<file path="src/sv/prrs_pkg.sv">
`default_nettype none
package prrs_pkg;

  localparam int unsigned TaskSlotsDef = 12;
  localparam int unsigned QueueDepth   = 2;

  typedef enum logic [1:0] {
    OP_SUBMIT = 2'd0,
    OP_QUERY  = 2'd1,
    OP_POLL   = 2'd2,
    OP_NONE   = 2'd3
  } op_e;

  typedef enum logic [1:0] {
    ST_NOT_FOUND = 2'd0,
    ST_PENDING   = 2'd1,
    ST_RUNNING   = 2'd2,
    ST_COMPLETE  = 2'd3
  } status_e;

  typedef struct packed {
    logic [1:0]         operation;
    logic [30:0]        task_id;
    logic               query_active;
    logic [1:0]         priority_req;
    logic [15:0]        file_handle;
    logic [31:0]        buffer_address;
    logic signed [31:0] file_offset;
    logic signed [31:0] byte_count;
    logic               device_busy;
    logic               continue_chain;
  } req_t;

  typedef struct packed {
    logic        accepted;
    logic [30:0] new_task_id;
    logic [1:0]  task_status;
    logic [30:0] bytes_read;
    logic        start_valid;
    logic [15:0] start_handle;
    logic [31:0] start_buffer;
    logic [30:0] start_offset;
    logic [30:0] start_length;
    logic        overflow;
  } rsp_t;

  // Classified command handed from the front end to the engine.
  typedef struct packed {
    op_e         op;
    logic        bad;
    logic [30:0] task_id;
    logic        query_active;
    logic [1:0]  prio;
    logic [15:0] handle;
    logic [31:0] buffer;
    logic [30:0] offset;
    logic [30:0] length;
    logic        busy;
    logic        chain;
  } cmd_t;

endpackage
`default_nettype wire

</file>
<file path="src/sv/prrs_front.sv">
`default_nettype none
module prrs_front (
  input  wire logic            clk_i,
  input  wire logic            rst_ni,
  input  wire logic            start,
  output logic                 busy,
  input  wire prrs_pkg::req_t  req_i,
  output logic                 cmd_valid_o,
  output prrs_pkg::cmd_t       cmd_o,
  input  wire logic            cmd_pop_i
);
  import prrs_pkg::*;

  localparam int unsigned CntW = $clog2(QueueDepth + 1);
  localparam int unsigned PtrW = (QueueDepth > 1) ? $clog2(QueueDepth) : 1;

  cmd_t            mem_q [QueueDepth];
  logic [PtrW-1:0] wr_q, wr_d, rd_q, rd_d;
  logic [CntW-1:0] cnt_q, cnt_d;
  logic            push;
  cmd_t            cls;

  // Only one item is in flight at a time: results depend on all prior state.
  assign busy        = (cnt_q != '0) || cmd_pop_i;
  assign push        = start && !busy;
  assign cmd_valid_o = (cnt_q != '0);
  assign cmd_o       = mem_q[rd_q];

  always_comb begin
    cls.op           = op_e'(req_i.operation);
    cls.bad          = req_i.file_offset[31] || req_i.byte_count[31] ||
                       (req_i.byte_count == '0);
    cls.task_id      = req_i.task_id;
    cls.query_active = req_i.query_active;
    cls.prio         = req_i.priority_req;
    cls.handle       = req_i.file_handle;
    cls.buffer       = req_i.buffer_address;
    cls.offset       = req_i.file_offset[30:0];
    cls.length       = req_i.byte_count[30:0];
    cls.busy         = req_i.device_busy;
    cls.chain        = req_i.continue_chain;
  end

  always_comb begin
    wr_d  = wr_q;
    rd_d  = rd_q;
    cnt_d = cnt_q;
    if (push) begin
      wr_d = (wr_q == PtrW'(QueueDepth - 1)) ? '0 : wr_q + 1'b1;
    end
    if (cmd_pop_i) begin
      rd_d = (rd_q == PtrW'(QueueDepth - 1)) ? '0 : rd_q + 1'b1;
    end
    if (push && !cmd_pop_i) begin
      cnt_d = cnt_q + 1'b1;
    end else if (!push && cmd_pop_i) begin
      cnt_d = cnt_q - 1'b1;
    end
  end

  always_ff @(posedge clk_i or negedge rst_ni) begin
    if (!rst_ni) begin
      wr_q  <= '0;
      rd_q  <= '0;
      cnt_q <= '0;
    end else begin
      wr_q  <= wr_d;
      rd_q  <= rd_d;
      cnt_q <= cnt_d;
    end
  end

  always_ff @(posedge clk_i) begin
    if (push) begin
      mem_q[wr_q] <= cls;
    end
  end

endmodule
`default_nettype wire

</file>
<file path="src/sv/prrs_engine.sv">
`default_nettype none
module prrs_engine #(
  parameter int unsigned TaskSlots = prrs_pkg::TaskSlotsDef
) (
  input  wire logic            clk_i,
  input  wire logic            rst_ni,
  input  wire logic            cmd_valid_i,
  input  wire prrs_pkg::cmd_t  cmd_i,
  output logic                 cmd_pop_o,
  output logic                 rsp_valid_o,
  output prrs_pkg::rsp_t       rsp_o
);
  import prrs_pkg::*;

  localparam int unsigned SW = $clog2(TaskSlots + 1);
  localparam logic [SW-1:0] Nil = SW'(TaskSlots);

  typedef enum logic [6:0] {
    S_IDLE   = 7'b0000001,
    S_FREE   = 7'b0000010,
    S_INSERT = 7'b0000100,
    S_QWALK  = 7'b0001000,
    S_DSCAN  = 7'b0010000,
    S_ADV    = 7'b0100000,
    S_OUT    = 7'b1000000
  } state_e;

  state_e          st_q, st_d;
  logic [TaskSlots-1:0] av_q, av_d, run_q, run_d, dv_q, dv_d;
  logic [30:0]     aid_q [TaskSlots];
  logic [1:0]      apr_q [TaskSlots];
  logic [15:0]     ahd_q [TaskSlots];
  logic [31:0]     abf_q [TaskSlots];
  logic [30:0]     aof_q [TaskSlots];
  logic [30:0]     aln_q [TaskSlots];
  logic [SW-1:0]   lnk_q [TaskSlots];
  logic [30:0]     did_q [TaskSlots];
  logic [30:0]     dln_q [TaskSlots];
  logic [SW-1:0]   head_q, head_d;
  logic [30:0]     idc_q, idc_d;
  logic [SW-1:0]   idx_q, idx_d, cur_q, cur_d, prev_q, prev_d, slot_q, slot_d;
  rsp_t            rsp_q, rsp_d;

  logic            a_we, l_we, d_we;
  logic [SW-1:0]   a_idx, l_idx, l_val, d_idx;
  logic [30:0]     d_id, d_len;
  logic [30:0]     idn;

  logic [$clog2(TaskSlots)-1:0] ci, ii, hi;
  assign ci = cur_q[$clog2(TaskSlots)-1:0];
  assign ii = idx_q[$clog2(TaskSlots)-1:0];
  assign hi = head_q[$clog2(TaskSlots)-1:0];

  assign rsp_valid_o = (st_q == S_OUT);
  assign rsp_o       = rsp_q;
  assign cmd_pop_o   = (st_q == S_OUT);

  always_comb begin
    st_d   = st_q;
    av_d   = av_q;
    run_d  = run_q;
    dv_d   = dv_q;
    head_d = head_q;
    idc_d  = idc_q;
    idx_d  = idx_q;
    cur_d  = cur_q;
    prev_d = prev_q;
    slot_d = slot_q;
    rsp_d  = rsp_q;
    a_we   = 1'b0;
    a_idx  = slot_q;
    l_we   = 1'b0;
    l_idx  = slot_q;
    l_val  = Nil;
    d_we   = 1'b0;
    d_idx  = idx_q;
    d_id   = aid_q[hi];
    d_len  = aln_q[hi];
    idn    = (idc_q == 31'h7FFFFFFF) ? 31'd1 : idc_q + 31'd1;
    unique case (st_q)
      S_IDLE: begin
        rsp_d = '0;
        idx_d = '0;
        cur_d = head_q;
        prev_d = Nil;
        if (cmd_valid_i) begin
          unique case (cmd_i.op)
            OP_SUBMIT: st_d = cmd_i.bad ? S_OUT : S_FREE;
            OP_QUERY: begin
              if (cmd_i.query_active) begin
                if (head_q != Nil) begin
                  rsp_d.task_status = run_q[hi] ? ST_RUNNING : ST_PENDING;
                  rsp_d.bytes_read  = aln_q[hi];
                end
                st_d = S_ADV;
              end else begin
                st_d = S_QWALK;
              end
            end
            OP_POLL: st_d = S_ADV;
            default: st_d = S_OUT;
          endcase
        end
      end
      S_FREE: begin
        if (idx_q == Nil) begin
          rsp_d.overflow = 1'b1;
          st_d = S_OUT;
        end else if (!av_q[ii]) begin
          slot_d = idx_q;
          idc_d  = idn;
          a_we   = 1'b1;
          a_idx  = idx_q;
          av_d[ii]  = 1'b1;
          run_d[ii] = 1'b0;
          rsp_d.accepted    = 1'b1;
          rsp_d.new_task_id = idn;
          idx_d = '0;
          st_d  = S_INSERT;
        end else begin
          idx_d = idx_q + 1'b1;
        end
      end
      S_INSERT: begin
        if (cur_q == Nil || idx_q == Nil ||
            (cmd_i.prio > apr_q[ci] && !run_q[ci])) begin
          l_we  = 1'b1;
          l_idx = slot_q;
          l_val = cur_q;
          if (prev_q == Nil) begin
            head_d = slot_q;
            run_d[slot_q[$clog2(TaskSlots)-1:0]] = 1'b1;
            rsp_d.start_valid  = 1'b1;
            rsp_d.start_handle = cmd_i.handle;
            rsp_d.start_buffer = cmd_i.buffer;
            rsp_d.start_offset = cmd_i.offset;
            rsp_d.start_length = cmd_i.length;
            st_d = S_OUT;
          end else begin
            st_d = S_ADV;
          end
        end else begin
          prev_d = cur_q;
          cur_d  = lnk_q[ci];
          idx_d  = idx_q + 1'b1;
        end
      end
      S_QWALK: begin
        if (cur_q == Nil || idx_q == Nil) begin
          idx_d = '0;
          st_d  = S_DSCAN;
        end else if (aid_q[ci] == cmd_i.task_id) begin
          rsp_d.task_status = run_q[ci] ? ST_RUNNING : ST_PENDING;
          rsp_d.bytes_read  = aln_q[ci];
          idx_d = '0;
          st_d = S_ADV;
        end else begin
          cur_d = lnk_q[ci];
          idx_d = idx_q + 1'b1;
        end
      end
      S_DSCAN: begin
        if (idx_q == Nil) begin
          idx_d = '0;
          st_d = S_ADV;
        end else if (dv_q[ii] && did_q[ii] == cmd_i.task_id) begin
          rsp_d.task_status = ST_COMPLETE;
          rsp_d.bytes_read  = dln_q[ii];
          dv_d[ii] = 1'b0;
          idx_d = '0;
          st_d = S_ADV;
        end else begin
          idx_d = idx_q + 1'b1;
        end
      end
      S_ADV: begin
        // Link the new entry after prev, or retire the head and chain on.
        if (cmd_i.op == OP_SUBMIT) begin
          l_we  = 1'b1;
          l_idx = prev_q;
          l_val = slot_q;
          st_d  = S_OUT;
        end else if (head_q == Nil || cmd_i.busy) begin
          st_d = S_OUT;
        end else if (idx_q == Nil || dv_q == '1) begin
          if (idx_q != Nil) begin
            rsp_d.overflow = 1'b1;
          end
          head_d   = lnk_q[hi];
          av_d[hi] = 1'b0;
          run_d[hi] = 1'b0;
          st_d     = S_OUT;
          if ((cmd_i.op == OP_QUERY || cmd_i.chain) && lnk_q[hi] != Nil) begin
            run_d[lnk_q[hi][$clog2(TaskSlots)-1:0]] = 1'b1;
            rsp_d.start_valid  = 1'b1;
            rsp_d.start_handle = ahd_q[lnk_q[hi][$clog2(TaskSlots)-1:0]];
            rsp_d.start_buffer = abf_q[lnk_q[hi][$clog2(TaskSlots)-1:0]];
            rsp_d.start_offset = aof_q[lnk_q[hi][$clog2(TaskSlots)-1:0]];
            rsp_d.start_length = aln_q[lnk_q[hi][$clog2(TaskSlots)-1:0]];
          end
        end else if (!dv_q[ii]) begin
          d_we  = 1'b1;
          d_idx = idx_q;
          dv_d[ii] = 1'b1;
          idx_d = Nil;
        end else begin
          idx_d = idx_q + 1'b1;
        end
      end
      S_OUT: begin
        st_d = S_IDLE;
      end
      default: st_d = S_IDLE;
    endcase
  end

  always_ff @(posedge clk_i or negedge rst_ni) begin
    if (!rst_ni) begin
      st_q   <= S_IDLE;
      av_q   <= '0;
      run_q  <= '0;
      dv_q   <= '0;
      head_q <= Nil;
      idc_q  <= '0;
      idx_q  <= '0;
      cur_q  <= Nil;
      prev_q <= Nil;
      slot_q <= Nil;
      rsp_q  <= '0;
    end else begin
      st_q   <= st_d;
      av_q   <= av_d;
      run_q  <= run_d;
      dv_q   <= dv_d;
      head_q <= head_d;
      idc_q  <= idc_d;
      idx_q  <= idx_d;
      cur_q  <= cur_d;
      prev_q <= prev_d;
      slot_q <= slot_d;
      rsp_q  <= rsp_d;
    end
  end

  always_ff @(posedge clk_i) begin
    if (a_we) begin
      aid_q[a_idx[$clog2(TaskSlots)-1:0]] <= idn;
      apr_q[a_idx[$clog2(TaskSlots)-1:0]] <= cmd_i.prio;
      ahd_q[a_idx[$clog2(TaskSlots)-1:0]] <= cmd_i.handle;
      abf_q[a_idx[$clog2(TaskSlots)-1:0]] <= cmd_i.buffer;
      aof_q[a_idx[$clog2(TaskSlots)-1:0]] <= cmd_i.offset;
      aln_q[a_idx[$clog2(TaskSlots)-1:0]] <= cmd_i.length;
    end
    if (l_we) begin
      lnk_q[l_idx[$clog2(TaskSlots)-1:0]] <= l_val;
    end
    if (d_we) begin
      did_q[d_idx[$clog2(TaskSlots)-1:0]] <= d_id;
      dln_q[d_idx[$clog2(TaskSlots)-1:0]] <= d_len;
    end
  end

endmodule
`default_nettype wire

</file>
<file path="src/sv/priority_read_request_scheduler.sv">
// A transaction runs through the slot search, the ordered list walk, the completed-list scan and free-slot search,
// as its operation needs, before its result shows.
// Only one transaction is handled at a time; busy stays high until its result edge.
// The receiver cannot stall: each result shows for one cycle on rsp_valid_o.
// Reset (rst_ni low, asynchronous) empties both lists and zeroes the id counter.
`default_nettype none
module priority_read_request_scheduler #(
  parameter int unsigned TaskSlots = prrs_pkg::TaskSlotsDef
) (
  input  wire logic            clk_i,
  input  wire logic            rst_ni,
  input  wire logic            start,
  output logic                 busy,
  input  wire prrs_pkg::req_t  req_i,
  output logic                 rsp_valid_o,
  output prrs_pkg::rsp_t       rsp_o
);
  import prrs_pkg::*;

  logic cmd_valid, cmd_pop;
  cmd_t cmd;

  prrs_front u_front (
    .clk_i       (clk_i),
    .rst_ni      (rst_ni),
    .start       (start),
    .busy        (busy),
    .req_i       (req_i),
    .cmd_valid_o (cmd_valid),
    .cmd_o       (cmd),
    .cmd_pop_i   (cmd_pop)
  );

  prrs_engine #(.TaskSlots(TaskSlots)) u_engine (
    .clk_i       (clk_i),
    .rst_ni      (rst_ni),
    .cmd_valid_i (cmd_valid),
    .cmd_i       (cmd),
    .cmd_pop_o   (cmd_pop),
    .rsp_valid_o (rsp_valid_o),
    .rsp_o       (rsp_o)
  );

endmodule
`default_nettype wire

</file>
<file path="config.mk">
export PLATFORM = sky130hd
export DESIGN_NAME = priority_read_request_scheduler
export DESIGN_NICKNAME = d
export VERILOG_FILES = /design/src/sv/prrs_pkg.sv /design/src/sv/prrs_front.sv /design/src/sv/prrs_engine.sv /design/src/sv/priority_read_request_scheduler.sv
export SDC_FILE = /design/constraint.sdc
export NUM_CORES = 2
export LEC_CHECK = 0
export BUFFER_PORTS_ARGS = -buffer_cell sky130_fd_sc_hd__buf_2
export CAP_MARGIN = 15
export CORE_MARGIN = 2
export CORE_UTILIZATION = 62
export CTS_CLUSTER_DIAMETER = 30
export DETAILED_ROUTE_END_ITERATION = 10
export PLACE_DENSITY = 0.83
export SLEW_MARGIN = 40
export SYNTH_ARGS = -nofsm -noshare
export SYNTH_HDL_FRONTEND = slang
export SYNTH_SLANG_ARGS = --single-unit
export TNS_END_PERCENT = 100
</file>
<file path="constraint.sdc">
create_clock -name clk_i -period 19.9 [get_ports clk_i]
set_input_delay 0 -clock clk_i [delete_from_list [all_inputs] [get_ports clk_i]]
set_output_delay 0 -clock clk_i [all_outputs]
set_load 0.005 [all_outputs]
</file>
==> impl_metrics.toml <==
[logic_synthesis]
synth.cell_area_um2 = 129000
netlist_top_cells_count = "2,806 x edfxtp_1, 884 x mux4_2, 419 x nand2_1, 379 x mux2i_1, 306 x o21ai_0"
postSynth.asyncResetShare_pct = 8.93
syn_nets = 6993
synth_top_area_cell = "edfxtp_1"
synth_most_common_cell = "edfxtp_1"
avgSynthCellArea_um2 = 18.9
syn_inst = 6832
synth.top_cell.area_share_pct = 65.3
synth_seq_area_share_pct = 70.6
yosysUniqueCellTypes = 79
synth-edff-count = 2806
synth-seq-cells = 3081
synth.area.top_cells = "edfxtp_1 65%, mux4_2 15%, dfrtp_1 5.2%, mux2i_1 2.9%, mux2_2 1.3%"
yosys_warnings = 0
synth_top_flop_cell = "edfxtp_1"

[power]
p_leak_nw = 53.0
ir_drop_mv = 0.103
power.density_nw_per_um2 = 105

[critical_path]
critPathMaxFanout = 64
required_ps = 20750
crit_type = "register to register"
cp.arrival_ps = 7150
worst_setup_path_end_kind = "register"
worstSetupStartpointType = "register"

[grt]
grt_first_pass_wirelength_mm = 572
grt_max_degree = 119
grt_overflow = 0
grtUsageTotal_pct = 37.7
grt_pass1_vias = 83176
grt_antenna_before_repair = 17

[timing]
relSlewSlack_pct = 32.2
fmax_mhz = 159
setup_violations = 0
timing.final.crit_share_pct = 31.6
worstMarginPinSlew_ps = 1010
layout_setup_ws_ps = 13600
fin_crit_ps = 6300
slew_viol_final = 0
hold_viol_final = 0
rsz0062_at_grt = "no"
setup-tns-final_ps = 0
clock_skew_ps = 56.5
whs_ps = 33.8

[route]
drt_iter0_markers = 12865
met3WireLength_mm = 55.4
vias = 79863
ant_nets = 0
viasPerCell = 7.27
drc = 0
wirelength_met1_mm = 128
firstDrtPassIters = 7
finalWirelength_mm = 398
dr_wl_met2_mm = 190
wl_per_cell_um = 36.2
highest_layer = "met5"

[placement]
hpwl_mm = 189
preCtsSetupSlack_ps = 13780
gp_congestion = 0.895
io_buffer_count = 331

[outcome]
run_status = "finished, final reports clean"

[min_path]
min_path_type = "primary input to register"

[floorplan]
dieArea_um2 = 212000
die_y_um = 460
die_x_um = 460
initial_utilization_pct = 62.4
io_pins = 332
row_count = 167
coreArea_um2 = 207000

[cts]
numClockSinks = 3081
cts_made_buffers = 535
ctsResizeCount = 0
htree_levels = 6
clk_latency_ps = 1000
cts_hold_buf = 302
cts_tree = "done"
clk_pin_slew_ps = 50
postCtsSetupBuffers = 0
cts_root_buffer = "clkbuf_16"
clockBufferDepth = 4

[final_layout]
nets = 7941
area.growth.synth_to_final_pct = 21.0
drive_above_1_share_pct = 31.8

[run]
maxCapViolations = 0
power breakdown:
| part | internal [W] | switching [W] | total (W) | leakage, nW |
|---|---|---|---|---|
| Combinational | 0.0000516 | 0.0000451 | 0.0000967 | 16.0 |
| Sequential | 0.00698 | 0 | 0.00698 | 28.2 |
| Clock | 0.00598 | 0.00334 | 0.00932 | 8.75 |
| Total | 0.0130 | 0.00339 | 0.0164 | 53.0 |
path summary, 6_finish.rpt:
| check | from | endpoint | slack [ps] | cells past startpoint |
|---|---|---|---|---|
| max in group asynchronous | rst_ni | u_engine.rsp_o[167] | 17770 | 6 |
| worst min-delay path | start | u_front.wr_q | 30 | 4 |
| worst max register to register | u_engine.ci[1] | u_engine.rsp_o[118] | 13600 | 13 |
| worst min register to register | u_engine.rsp_o[133] | u_engine.rsp_o[133] | 470 | 2 |
| min in group asynchronous | rst_ni | u_engine.rsp_o[128] | 250 | 4 |
| worst max-delay path | u_engine.ci[1] | u_engine.rsp_o[118] | 13600 | 13 |
cell type report:
| class | instances | area, um2 |
|---|---|---|
| diodes | 3 | 7.51 |
| clock buffers | 634 | 14500 |
| clock inverters | 320 | 3610 |
| fillers | 10286 | 50800 |
| inverters | 23 | 98.8 |
| multi-input cells | 3291 | 36400 |
| flip-flops and latches | 3081 | 91200 |
| well taps | 2788 | 3490 |
| repair buffers | 848 | 6980 |
cells by family after synthesis:
family / count (synthesis) / synth area share [%]
buffers and inverters: 460 / 1.64
adders and majority gates: 8 / 0.0775
DFF: 3081 / 70.6
AOI/OAI and AO/OA: 846 / 4.06
and+or+nand+nor: 873 / 2.93
xor gates and xnor gates: 152 / 1.03
muxes: 1412 / 19.7
per-stage QoR:
stage / utilization [%] / cells / power (W) / instance area (um2)
global route: 75.5 / 10986 / 0.0167 / 156000
floorplan: - / 6832 / 0.00711 / 129000
CTS: 75.3 / 10981 / 0.0163 / 156000
global placement: 64.8 / 9707 / 0.00715 / 134000
detailed placement: 65.1 / 9725 / 0.00715 / 135000
finish: 75.5 / 10988 / 0.0164 / 156000
worst max-delay path, cell delays in order (launching register included):
cell and delay (ps):
dfrtp_4 1040, buf_4 700, buf_4 760, inv_1 300, nor2_1 630, a221oi_1 280
xnor2_1 200, nor4_1 490, a41o_1 260, o2111ai_2 320, o21ai_2 330, nand3_4 100
buf_6 230, mux2_4 380
metal layers:
layer	global-route usage [%]	up-vias
li1	-	30000
met1	47.4	40159
met2	58.8	7912
met3	11.4	1776
met4	21.8	16
met5	0	-
registers in the layout (all words and copies together), names as in the netlist, named ones only:
| name | cells |
|---|---|
| u_engine.abf_q | 384 |
| u_engine.ahd_q | 192 |
| u_engine.aid_q | 372 |
| u_engine.aln_q | 372 |
| u_engine.aof_q | 372 |
| u_engine.apr_q | 24 |
| u_engine.av_q | 12 |
| u_engine.ci | 4 |
| u_engine.did_q | 372 |
| u_engine.dln_q | 372 |
| u_engine.head_q | 4 |
| u_engine.idc_q | 31 |
| u_engine.idx_q | 4 |
| u_engine.lnk_q | 48 |
| u_engine.prev_q | 4 |
| u_engine.rsp_o | 177 |
| u_engine.run_q | 12 |
| u_engine.slot_q | 4 |
| u_engine.st_q | 7 |
| u_front.cnt_q | 2 |
| u_front.mem_q | 298 |
| u_front.rd_q | 1 |
| u_front.wr_q | 1 |
layout by cell type (no fill, tap or decap), drive strengths merged, types with 57 or more instances in the layout:
cell type	instances
a211oi	117
a21oi	190
buf	547
bufinv	57
clkbuf	634
clkinv	166
dfrtp	266
dlygate4sd3	301
edfxtp	2806
inv	66
mux2	148
mux2i	380
mux4	884
nand2	419
nor2	240
o21ai	346
xnor2	71
xor2	81
Power figures use the tool's default switching activity.
